## src/rtl/core/tlrt_pkg.sv

```systemverilog
`timescale 1ns / 1ps
// ----------------------------------------------------------------------------
// tlrt_pkg - shared types and constants of the two-lane race timer
// Phase codes, state and result records, and port widths.
// ----------------------------------------------------------------------------
package tlrt_pkg;

  localparam int TIME_W      = 32;
  localparam int HOLD_W      = 16;
  localparam int CFG_DATA_W  = 16;
  localparam int CFG_IDX_W   = 1;
  localparam int IN_TDATA_W  = 8;
  localparam int OUT_TDATA_W = 104;

  localparam logic [TIME_W-1:0] TIME_MAX = '1;
  localparam logic [HOLD_W-1:0] HOLD_MAX = '1;

  localparam logic              DUAL_MODE_RST  = 1'b1;
  localparam logic [HOLD_W-1:0] HOLD_TICKS_RST = HOLD_W'(2000);

  // configuration register indexes
  localparam logic [CFG_IDX_W-1:0] REG_DUAL_MODE  = CFG_IDX_W'(0);
  localparam logic [CFG_IDX_W-1:0] REG_HOLD_TICKS = CFG_IDX_W'(1);

  typedef enum logic [1:0] {
    PH_IDLE   = 2'd0,
    PH_WAIT   = 2'd1,
    PH_RUN    = 2'd2,
    PH_RESULT = 2'd3
  } phase_t;

  typedef struct packed {
    logic press_one;
    logic press_two;
    logic release_one;
    logic release_two;
    logic select_press;
  } tlrt_event_t;

  typedef struct packed {
    phase_t             phase;
    logic [TIME_W-1:0]  elapsed;
    logic [TIME_W-1:0]  first_lane_time;
    logic [TIME_W-1:0]  second_lane_time;
    logic               first_lane_valid;
    logic               second_lane_valid;
    logic               hold_active;
    logic [HOLD_W-1:0]  hold_count;
  } tlrt_state_t;

  typedef struct packed {
    phase_t            phase;
    logic [TIME_W-1:0] running_time;
    logic [TIME_W-1:0] lane_one_time;
    logic [TIME_W-1:0] lane_two_time;
    logic              lane_one_done;
    logic              lane_two_done;
    logic              leave_mode;
    logic              reset_done;
  } tlrt_result_t;

endpackage

```

## src/rtl/core/two_lane_race_timer.sv

```systemverilog
`timescale 1ns / 1ps
// ----------------------------------------------------------------------------
// two_lane_race_timer - two-lane buzzer race timer
// Takes one request per millisecond tick with its button events and returns
// one result per tick: phase, running time and the captured lane times.
// ----------------------------------------------------------------------------
// Result: an accepted request's result is in the output register on the next cycle.
// Throughput: one request per cycle unless the output stalls; the tick update is
//   one pass of increment and compare logic between the state and output registers.
// Reset: rst clears the phase to idle, all times, flags and the hold, empties
//   the output register and loads dual_mode = 1 and hold_ticks = 2000.
module two_lane_race_timer import tlrt_pkg::*; (
  input  logic                   clk,
  input  logic                   rst,
  // configuration write port
  input  logic                   cfg_wr_en,
  input  logic [CFG_IDX_W-1:0]   cfg_addr,
  input  logic [CFG_DATA_W-1:0]  cfg_wdata,
  // request stream
  input  logic                   s_tvalid,
  output logic                   s_tready,
  // [0] press_one, [1] press_two, [2] release_one, [3] release_two,
  // [4] select_press, [7:5] zero
  input  logic [IN_TDATA_W-1:0]  s_tdata,
  // result stream
  output logic                   m_tvalid,
  input  logic                   m_tready,
  // [1:0] phase, [33:2] running_time, [65:34] lane_one_time,
  // [97:66] lane_two_time, [98] lane_one_done, [99] lane_two_done,
  // [100] leave_mode, [101] reset_done, [103:102] zero
  output logic [OUT_TDATA_W-1:0] m_tdata
);

  // Configuration registers, written only while no request is in flight; user's duty, not enforced.
  logic              dual_mode;
  logic [HOLD_W-1:0] hold_ticks;

  always_ff @(posedge clk) begin
    if (rst) begin
      dual_mode  <= DUAL_MODE_RST;
      hold_ticks <= HOLD_TICKS_RST;
    end else if (cfg_wr_en) begin
      unique case (cfg_addr)
        REG_DUAL_MODE:  dual_mode  <= cfg_wdata[0];
        REG_HOLD_TICKS: hold_ticks <= cfg_wdata[HOLD_W-1:0];
        default: ;
      endcase
    end
  end

  // Unpack the tick's button events.
  tlrt_event_t ev;
  assign ev.press_one    = s_tdata[0];
  assign ev.press_two    = s_tdata[1];
  assign ev.release_one  = s_tdata[2];
  assign ev.release_two  = s_tdata[3];
  assign ev.select_press = s_tdata[4];

  tlrt_state_t  st;
  tlrt_state_t  st_next;
  tlrt_result_t res_next;
  tlrt_result_t res;

  tlrt_step u_step (
    .cur        (st),
    .ev         (ev),
    .dual_mode  (dual_mode),
    .hold_ticks (hold_ticks),
    .nxt        (st_next),
    .res        (res_next)
  );

  // Take a new request whenever the output register is empty or drains this
  // cycle, so a result leaving the register costs no bubble.
  logic accept;
  assign s_tready = !m_tvalid || m_tready;
  assign accept   = s_tvalid && s_tready;

  // Advance the timer state on each accepted tick; hold it otherwise.
  always_ff @(posedge clk) begin
    if (rst) begin
      st.phase             <= PH_IDLE;
      st.elapsed           <= '0;
      st.first_lane_time   <= '0;
      st.second_lane_time  <= '0;
      st.first_lane_valid  <= 1'b0;
      st.second_lane_valid <= 1'b0;
      st.hold_active       <= 1'b0;
      st.hold_count        <= '0;
    end else if (accept) begin
      st <= st_next;
    end
  end

  // Output register: valid flag is control, the record is payload.
  always_ff @(posedge clk) begin
    if (rst) begin
      m_tvalid <= 1'b0;
    end else if (accept) begin
      m_tvalid <= 1'b1;
    end else if (m_tready) begin
      m_tvalid <= 1'b0;
    end
  end

  always_ff @(posedge clk) begin
    if (accept) begin
      res <= res_next;
    end
  end

  assign m_tdata = {2'b00, res.reset_done, res.leave_mode,
                    res.lane_two_done, res.lane_one_done,
                    res.lane_two_time, res.lane_one_time,
                    res.running_time, res.phase};

  // A finished hold or a select exit always lands in idle.
  a_exit_to_idle: assert property (@(posedge clk) disable iff (rst)
    m_tvalid && (res.reset_done || res.leave_mode) |-> res.phase == PH_IDLE)
    else $error("reset_done or leave_mode shown outside idle");

  // While waiting, the clock has not started yet.
  a_wait_zero: assert property (@(posedge clk) disable iff (rst)
    st.phase == PH_WAIT |-> st.elapsed == '0)
    else $error("elapsed nonzero while waiting");

  // A run with both lanes captured must already have stopped.
  a_run_not_done: assert property (@(posedge clk) disable iff (rst)
    st.phase == PH_RUN |-> !(st.first_lane_valid && st.second_lane_valid))
    else $error("still running with both lanes captured");

  // An accepted tick always produces a result on the next cycle.
  a_result_follows: assert property (@(posedge clk) disable iff (rst)
    accept |=> m_tvalid)
    else $error("accepted tick left no result");

endmodule

```

## src/rtl/core/tlrt_step.sv

```systemverilog
`timescale 1ns / 1ps
// ----------------------------------------------------------------------------
// tlrt_step - one-tick update of the race timer
// Next state and result record for one tick of button events.
// ----------------------------------------------------------------------------
module tlrt_step import tlrt_pkg::*; (
  input  tlrt_state_t       cur,
  input  tlrt_event_t       ev,
  input  logic              dual_mode,
  input  logic [HOLD_W-1:0] hold_ticks,
  output tlrt_state_t       nxt,
  output tlrt_result_t      res
);

  logic [TIME_W-1:0] elapsed_inc;
  logic [HOLD_W-1:0] hold_inc;
  logic              any_press;
  logic              leave;
  logic              hold_done;

  assign elapsed_inc = (cur.elapsed == TIME_MAX) ? cur.elapsed : cur.elapsed + 1'b1;
  assign hold_inc    = (cur.hold_count == HOLD_MAX) ? cur.hold_count : cur.hold_count + 1'b1;
  assign any_press   = ev.press_one | ev.press_two;

  always_comb begin
    nxt       = cur;
    leave     = 1'b0;
    hold_done = 1'b0;
    unique case (cur.phase)
      PH_IDLE: begin
        nxt.elapsed           = '0;
        nxt.first_lane_time   = '0;
        nxt.second_lane_time  = '0;
        nxt.first_lane_valid  = 1'b0;
        nxt.second_lane_valid = 1'b0;
        nxt.phase             = PH_WAIT;
      end
      PH_WAIT: begin
        // select wins over the buzzers
        if (ev.select_press) begin
          leave     = 1'b1;
          nxt.phase = PH_IDLE;
        end else if (any_press) begin
          nxt.phase = PH_RUN;
        end
      end
      PH_RUN: begin
        nxt.elapsed = elapsed_inc;
        if (!dual_mode) begin
          if (any_press) begin
            nxt.first_lane_time  = elapsed_inc;
            nxt.first_lane_valid = 1'b1;
            nxt.phase            = PH_RESULT;
          end
        end else begin
          if (!cur.first_lane_valid && ev.press_one) begin
            nxt.first_lane_time  = elapsed_inc;
            nxt.first_lane_valid = 1'b1;
          end
          if (!cur.second_lane_valid && ev.press_two) begin
            nxt.second_lane_time  = elapsed_inc;
            nxt.second_lane_valid = 1'b1;
          end
          if (nxt.first_lane_valid && nxt.second_lane_valid) begin
            nxt.phase = PH_RESULT;
          end
        end
      end
      PH_RESULT: begin
        if (!cur.hold_active) begin
          if (any_press) begin
            nxt.hold_active = 1'b1;
            nxt.hold_count  = '0;
          end
        end else begin
          nxt.hold_count = hold_inc;
          if (hold_inc >= hold_ticks) begin
            nxt.hold_active = 1'b0;
            hold_done       = 1'b1;
            nxt.phase       = PH_IDLE;
          end else if (ev.release_one || ev.release_two) begin
            nxt.hold_active = 1'b0;
          end
        end
      end
      default: nxt = cur;
    endcase
  end

  always_comb begin
    res.phase         = nxt.phase;
    res.running_time  = nxt.elapsed;
    res.lane_one_time = nxt.first_lane_valid ? nxt.first_lane_time : '0;
    res.lane_two_time = nxt.second_lane_valid ? nxt.second_lane_time : '0;
    res.lane_one_done = nxt.first_lane_valid;
    res.lane_two_done = nxt.second_lane_valid;
    res.leave_mode    = leave;
    res.reset_done    = hold_done;
  end

endmodule
```

## config.mk

```make
export PLATFORM = sky130hd
export DESIGN_NAME = two_lane_race_timer
export DESIGN_NICKNAME = d
export VERILOG_FILES = /design/src/rtl/core/tlrt_pkg.sv /design/src/rtl/core/two_lane_race_timer.sv /design/src/rtl/core/tlrt_step.sv
export SDC_FILE = /design/constraint.sdc
export NUM_CORES = 1
export LEC_CHECK = 0
export BUFFER_PORTS_ARGS = -buffer_cell sky130_fd_sc_hd__buf_2
export CORE_ASPECT_RATIO = 0.9
export CORE_MARGIN = 2
export CORE_UTILIZATION = 56
export CTS_CLUSTER_SIZE = 16
export DETAILED_ROUTE_END_ITERATION = 8
export GPL_TIMING_DRIVEN = 0
export MAX_ROUTING_LAYER = met4
export PLACE_DENSITY = 0.77
export SETUP_SLACK_MARGIN = 0.02
export SLEW_MARGIN = 20
export SYNTH_ARGS = -nofsm -noshare
export SYNTH_HDL_FRONTEND = slang
export SYNTH_SLANG_ARGS = --single-unit
```

## constraint.sdc

```tcl
create_clock -name clk -period 10.2 [get_ports clk]
set_input_delay 1.02 -clock clk [delete_from_list [all_inputs] [get_ports clk]]
set_output_delay 1.02 -clock clk [all_outputs]
set_load 0.01 [all_outputs]
```

==> flow_summary.json, run 1 <==
{
  "vias": 10550,
  "period_needed_ns": 3.946,
  "use_met1_pct": 48.68,
  "hpwl_mm": 24.66,
  "synthArstFlopShare_pct": 0,
  "die_area_sq_um": 21400,
  "cts_post_setup_buffers_inserted": 0,
  "hold_viol": 0,
  "cp_num_buf_inv": 1,
  "critPathArrivalTime_ns": 4.24,
  "critPathRequiredTime_ns": 10.49,
  "start_util_pct": 56.89,
  "synth_seq_area_share_pct": 50.86,
  "drc_errors": 0,
  "clkTransAtPathRegs_ns": 0.06,
  "rsz0062_at_grt": "false",
  "path_depth": 13,
  "cp-endpoint": "m_tdata[101]",
  "path_max_fanout": 10,
  "core_sq_um": 19930,
  "ys_types": 71,
  "io-pin-count": 136,
  "grt_usage_pct": 32.78,
  "p_clk_share_pct": 42.7,
  "slew_headroom_pct": 37.72,
  "gp_congestion": 0.9903,
  "cp-end-kind": "register",
  "yosysWarnings": 0,
  "worstHoldStart": "st[81]",
  "grt.overflow.total": 0,
  "timing.rr.end": "m_tdata[101]",
  "antenna_found_initial": 0,
  "crit_family": "compound AO/OA/AOI/OAI gates",
  "grt_pass1_vias": 9369,
  "setup_violations": 0,
  "cts_resized": 0,
  "syn-instance-count": 1243,
  "worst-slew-pin-transition_ns": 0.9271,
  "combPwrFrac_pct": 7.1,
  "area_delta_synth_final_pct": 15.78,
  "period_share_pct": 38.68,
  "antennaDiodeCount": 0,
  "r2r_cells": 13,
  "p_sw_w": 0.0004939,
  "rows": 49,
  "slowest_stage": "nor3_1",
  "die_w_um": 154.0,
  "synth_seq_cells": 237,
  "nNetsFinal": 1450,
  "power_frac_seq_pct": 50.2,
  "clk_latency_ns": 0.55,
  "fin_worst_skew_ns": 0.01610,
  "port_buffers": 130,
  "cts_tree": "yes",
  "synthTopCellsByCount": "198 x nand2_1, 136 x o21ai_0, 135 x dfxtp_1",
  "p_leak_nw": 4.723,
  "setup_tns_ns": 0,
  "fmax_mhz": 253.4,
  "worstReg2RegStart": "st[4]",
  "cts.hold.buffers_added": 0,
  "wirelength_mm": 34.71,
  "first_pass_iters": 7,
  "final_cells": 1676,
  "powerDensity_nw_per_um2": 155.0,
  "cts_root_buf": "clkbuf_16",
  "path_class": "register to register",
  "via_per_inst": 6.295,
  "yosys.area.top_type": "edfxtp_1",
  "synth_area_per_cell_sq_um": 9.120,
  "hold_path.class": "register to register",
  "maxCapViolCount": 0,
  "vdd_drop_max_uv": 109.4,
  "gr-usage-met3_pct": 5.313,
  "drt-wirelength-per-cell_um": 20.71,
  "crit_start": "st[4]",
  "antenna_left": 0,
  "clk_path_buf_depth": 3,
  "r2r_slack_ns": 6.25,
  "grt-busiest-layer": "met1",
  "synthesis.area_sq_um": 11340,
  "grt_pass1_wl_mm": 53.59,
  "synth_area_leaders": "edfxtp_1 27%, dfxtp_1 24%, nand2_1 6.6%",
  "drt_iter0_markers": 1185,
  "synth_edf_count": 102,
  "cts_buffers": 25,
  "grtUsageMet2_pct": 45.65,
  "slowest_delay_ns": 0.58,
  "synth.most_common_cell": "nand2_1",
  "p_sw_share_pct": 24.28,
  "place_inst": 1630,
  "synthDominantCellAreaShare_pct": 27.02,
  "grt_max_degree": 88,
  "synthFlopType": "dfxtp_1",
  "internal_power_w": 0.001540,
  "drive_gt1_share_pct": 14.78,
  "fp.dieH_um": 139.0,
  "status": "finished, final reports clean",
  "fillers": 1653,
  "drv_slew": 0,
  "cts_max_level": 1,
  "cts.sinks": 237,
  "start_kind": "register",
  "crit_chain": "clkbuf_1 -> nand4_1 -> nor3_1 -> a21boi_1 -> nand4_1 -> xnor2_1 -> ha_1 -> a21o_1 -> a21o_1 -> a21oi_1 -> o211a_1 -> o21ai_0 -> and2_1"
}
[registers in the layout, indices dropped and copies added (netlist names)]
register,flops
dual_mode,1
m_tdata,102
hold_ticks,16
st,117
m_tvalid,1
[per-layer routing]
| layer | share of wire [%] | wire length (um) |
|---|---|---|
| met1 | 43 | 15070 |
| met2 | 42 | 14600 |
| met3 | 12 | 4064 |
| met4 | 2.8 | 976 |
| met5 | 0 | 0 |
[power groups by stage]
stage,sequential [W],clock [W],combinational [W]
2_1_floorplan,0.00105,0,0.0000650
3_3_place_gp,0.00104,0,0.000137
3_5_place_dp,0.00104,0,0.000141
4_1_cts,0.00102,0.000872,0.000142
5_1_grt,0.00102,0.000909,0.000154
6_report,0.00102,0.000868,0.000145
[cells in the final DEF (no fill, tap or decap), types with 12 or more instances in the layout]
master,n
a22o_1,14
clkbuf_16,25
o21ai_0,136
dfxtp_1,135
buf_2,144
inv_1,34
edfxtp_1,102
nand2_1,198
ha_1,18
nand3_1,27
nand4_1,17
nor3_1,25
clkbuf_1,64
nor2_1,96
a22oi_1,33
xnor2_1,18
a21oi_1,89
nor4_1,12
[metrics by stage]
stage          worst slack [ns]  utilization (%)  instance area (sq um)  power (W)  hold slack (ns)
2_1_floorplan             5.098                -                  11340   0.001120           0.4249
3_3_place_gp              3.195            61.78                  12310   0.001181           0.4329
3_5_place_dp              6.364            61.97                  12350   0.001182           0.4417
4_1_cts                   6.336            65.87                  13130   0.002035           0.4522
5_1_grt                   5.937            65.87                  13130   0.002086           0.4731
6_report                  6.254            65.87                  13130   0.002034           0.4524
[how the worst min path moves through the flow]
stage / endpoint / slack [ns] / depth (start not counted)
after global placement: st[79] / 0.43 / 2
after detailed placement: st[81] / 0.44 / 2
after global routing: hold_ticks[3] / 0.47 / 2
after floorplan: st[23] / 0.42 / 2
after CTS: st[57] / 0.45 / 2
final: st[81] / 0.45 / 2
[final cells by class]
| type | count | area [sq um] | share of cell area [%] |
|---|---|---|---|
| Buffer | 85 | 370.4 | 2.822 |
| Clock buffer | 36 | 716.9 | 5.462 |
| Clock inverter | 10 | 61.31 | 0.4671 |
| Inverter | 35 | 136.4 | 1.039 |
| Multi-Input combinational cell | 887 | 5077 | 38.68 |
| Sequential cell | 237 | 5766 | 43.93 |
| Tap cell | 255 | 319.1 | 2.431 |
| Timing Repair Buffer | 131 | 678.2 | 5.167 |
[worst reg2reg max path: stages (launching register included)]
cell and delay [ns]:
dfxtp_1 0.31, clkbuf_1 0.34, nand4_1 0.16, nor3_1 0.58
a21boi_1 0.40, nand4_1 0.27, xnor2_1 0.18, ha_1 0.29
a21o_1 0.16, a21o_1 0.16, a21oi_1 0.23, o211a_1 0.21
o21ai_0 0.18, and2_1 0.22
[kinds of logic after synthesis]
group                      after synthesis  share of synthesized area (%)
AOI/OAI and AO/OA                      388                          21.83
xor gates and xnor gates                24                          1.854
adders and majority gates               18                          1.987
buffers and inverters                  120                          4.426
DFF                                    237                          50.86
muxes                                   10                          1.004
other                                    1                        0.03308
and+or+nand+nor                        445                          18.00
(Power assumes the default switching activity.)
==> run 2, diff against run 1 <==
==> constraint.sdc (replaced) <==
create_clock -name clk -period 3.9 [get_ports clk]
set_input_delay 0.39 -clock clk [delete_from_list [all_inputs] [get_ports clk]]
set_output_delay 0.39 -clock clk [all_outputs]
set_load 0.01 [all_outputs]
==> flow_summary.json, run 2 (synthesized netlist as in run 1, its figures left out) <==
{
  "antenna_left": 0,
  "io-pin-count": 136,
  "multi_input_area_sq_um": 5092,
  "rsz0062_at_grt": "false",
  "powerDensity_nw_per_um2": 414.0,
  "p_total_w": 0.005463,
  "port_buffers": 130,
  "drv_slew": 0,
  "worst-slew-pin-transition_ns": 0.9102,
  "cts_max_level": 1,
  "via_per_inst": 6.266,
  "slowest_stage": "a21oi_1",
  "fin_worst_skew_ns": 0.02031,
  "die_area_sq_um": 21400,
  "die_w_um": 154.0,
  "grt_max_degree": 75,
  "first_pass_iters": 5,
  "cts_resized": 0,
  "nNetsFinal": 1450,
  "period_share_pct": 93.13,
  "internal_power_w": 0.004146,
  "antenna_found_initial": 0,
  "cts.hold.buffers_added": 0,
  "vias": 10500,
  "drc_errors": 0,
  "cts.sinks": 237,
  "grt.overflow.total": 0,
  "drive_gt1_share_pct": 15.13,
  "combPwrFrac_pct": 6.9,
  "status": "finished, final reports clean",
  "clk_latency_ns": 0.55,
  "antennaDiodeCount": 0,
  "slew_headroom_pct": 38.85,
  "design_area_sq_um": 13200,
  "clkTransAtPathRegs_ns": 0.07,
  "p_clk_share_pct": 44.2,
  "start_util_pct": 56.89,
  "grt_pass1_wl_mm": 52.18,
  "area_delta_synth_final_pct": 16.40,
  "clk_path_buf_depth": 3,
  "hold_viol": 0,
  "setup_tns_ns": 0,
  "p_sw_w": 0.001317,
  "path_class": "register to register",
  "largest-register": "st",
  "core_sq_um": 19930,
  "setup_violations": 0,
  "critPathRequiredTime_ns": 4.16,
  "grt_usage_pct": 32.13,
  "fillers": 1613,
  "grt_pass1_vias": 9075,
  "drt-wirelength-per-cell_um": 20.51,
  "crit_chain": "ha_1 -> nand3_1 -> nor3_1 -> a21oi_1 -> nand3_1 -> xnor2_1 -> ha_1 -> and4_1 -> o21ai_0 -> o211a_1 -> o21ai_0 -> a21oi_1",
  "wirelength_mm": 34.38,
  "cts_post_setup_buffers_inserted": 0,
  "cts_buffers": 25,
  "start_kind": "register",
  "hold_path.class": "input pin to register",
  "p_sw_share_pct": 24.11,
  "rows": 49,
  "slowest_delay_ns": 0.60,
  "cts_root_buf": "clkbuf_16",
  "largest_reg_flops": 117,
  "gp_congestion": 0.9586,
  "cp-end-kind": "register",
  "final_common_cell": "nand2_1",
  "layout_common_cells": "198 x nand2_1, 144 x buf_2, 136 x o21ai_0",
  "p_leak_nw": 4.761,
  "place_area_sq_um": 12350,
  "power_frac_seq_pct": 48.9,
  "maxCapViolCount": 0,
  "critPathArrivalTime_ns": 3.89,
  "hpwl_mm": 24.56,
  "vdd_drop_max_uv": 338.4,
  "fp.dieH_um": 139.0,
  "fmax_mhz": 275.3,
  "path_max_fanout": 8,
  "cts_tree": "yes",
  "drt_iter0_markers": 1213,
  "period_needed_ns": 3.632,
  "seqCellArea_sq_um": 5766
}
==> run 2: final timing paths <==
check	start	slack [ns]	cells past startpoint	end
max	st[0]	0.27	12	m_tdata[0]
min reg2reg	hold_ticks[11]	0.45	2	hold_ticks[11]
min	cfg_wdata[7]	0.07	3	hold_ticks[7]
max reg2reg	st[0]	0.27	12	m_tdata[0]
==> run 2: per-layer routing <==
metal  up-vias  share of wire, %  GRT usage, %
met5         -                 0             -
met4         0               3.3         9.100
met3       108                12         5.844
met2       690                41         44.47
met1      4858                44         48.19
li1       4845                 -             -
==> run 2: power groups by stage <==
stage	sequential (W)	clock (W)	combinational, W
finish	0.00267	0.00241	0.000379
global route	0.00268	0.00251	0.000402
CTS	0.00267	0.00242	0.000370
detailed placement	0.00272	0	0.000367
global placement	0.00273	0	0.000358
floorplan	0.00276	0	0.000170
==> run 2: worst max-delay path: cells and delay by family (launching register included) <==
family          cells  cell delay, ns
fa+ha+maj           2            0.57
flops               1            0.38
simple gates        4            0.69
compound gates      5            1.51
xor+xnor            1            0.20
==> run 2: stage by stage <==
stage | cells | setup slack, ns | hold WS [ns] | util (%)
final | 1676 | 0.2680 | 0.07272 | 66.22
after global routing | 1676 | 0.03083 | 0.09225 | 66.22
after CTS | 1676 | 0.02932 | 0.07412 | 66.15
after detailed placement | 1630 | 0.03787 | 0.4418 | 61.97
after global placement | 1629 | -0.3741 | 0.4330 | 61.78
after floorplan | 1244 | 0.7551 | 0.4249 | -
==> run 2: cell type report <==
cell class | count | share of cell area [%]
plain buffers | 85 | 2.807
clock buffers | 34 | 5.272
clock inverters | 12 | 1.043
inverters | 35 | 1.034
multi-input cells | 887 | 38.59
flip-flops and latches | 237 | 43.69
well taps | 255 | 2.418
repair buffers | 131 | 5.139
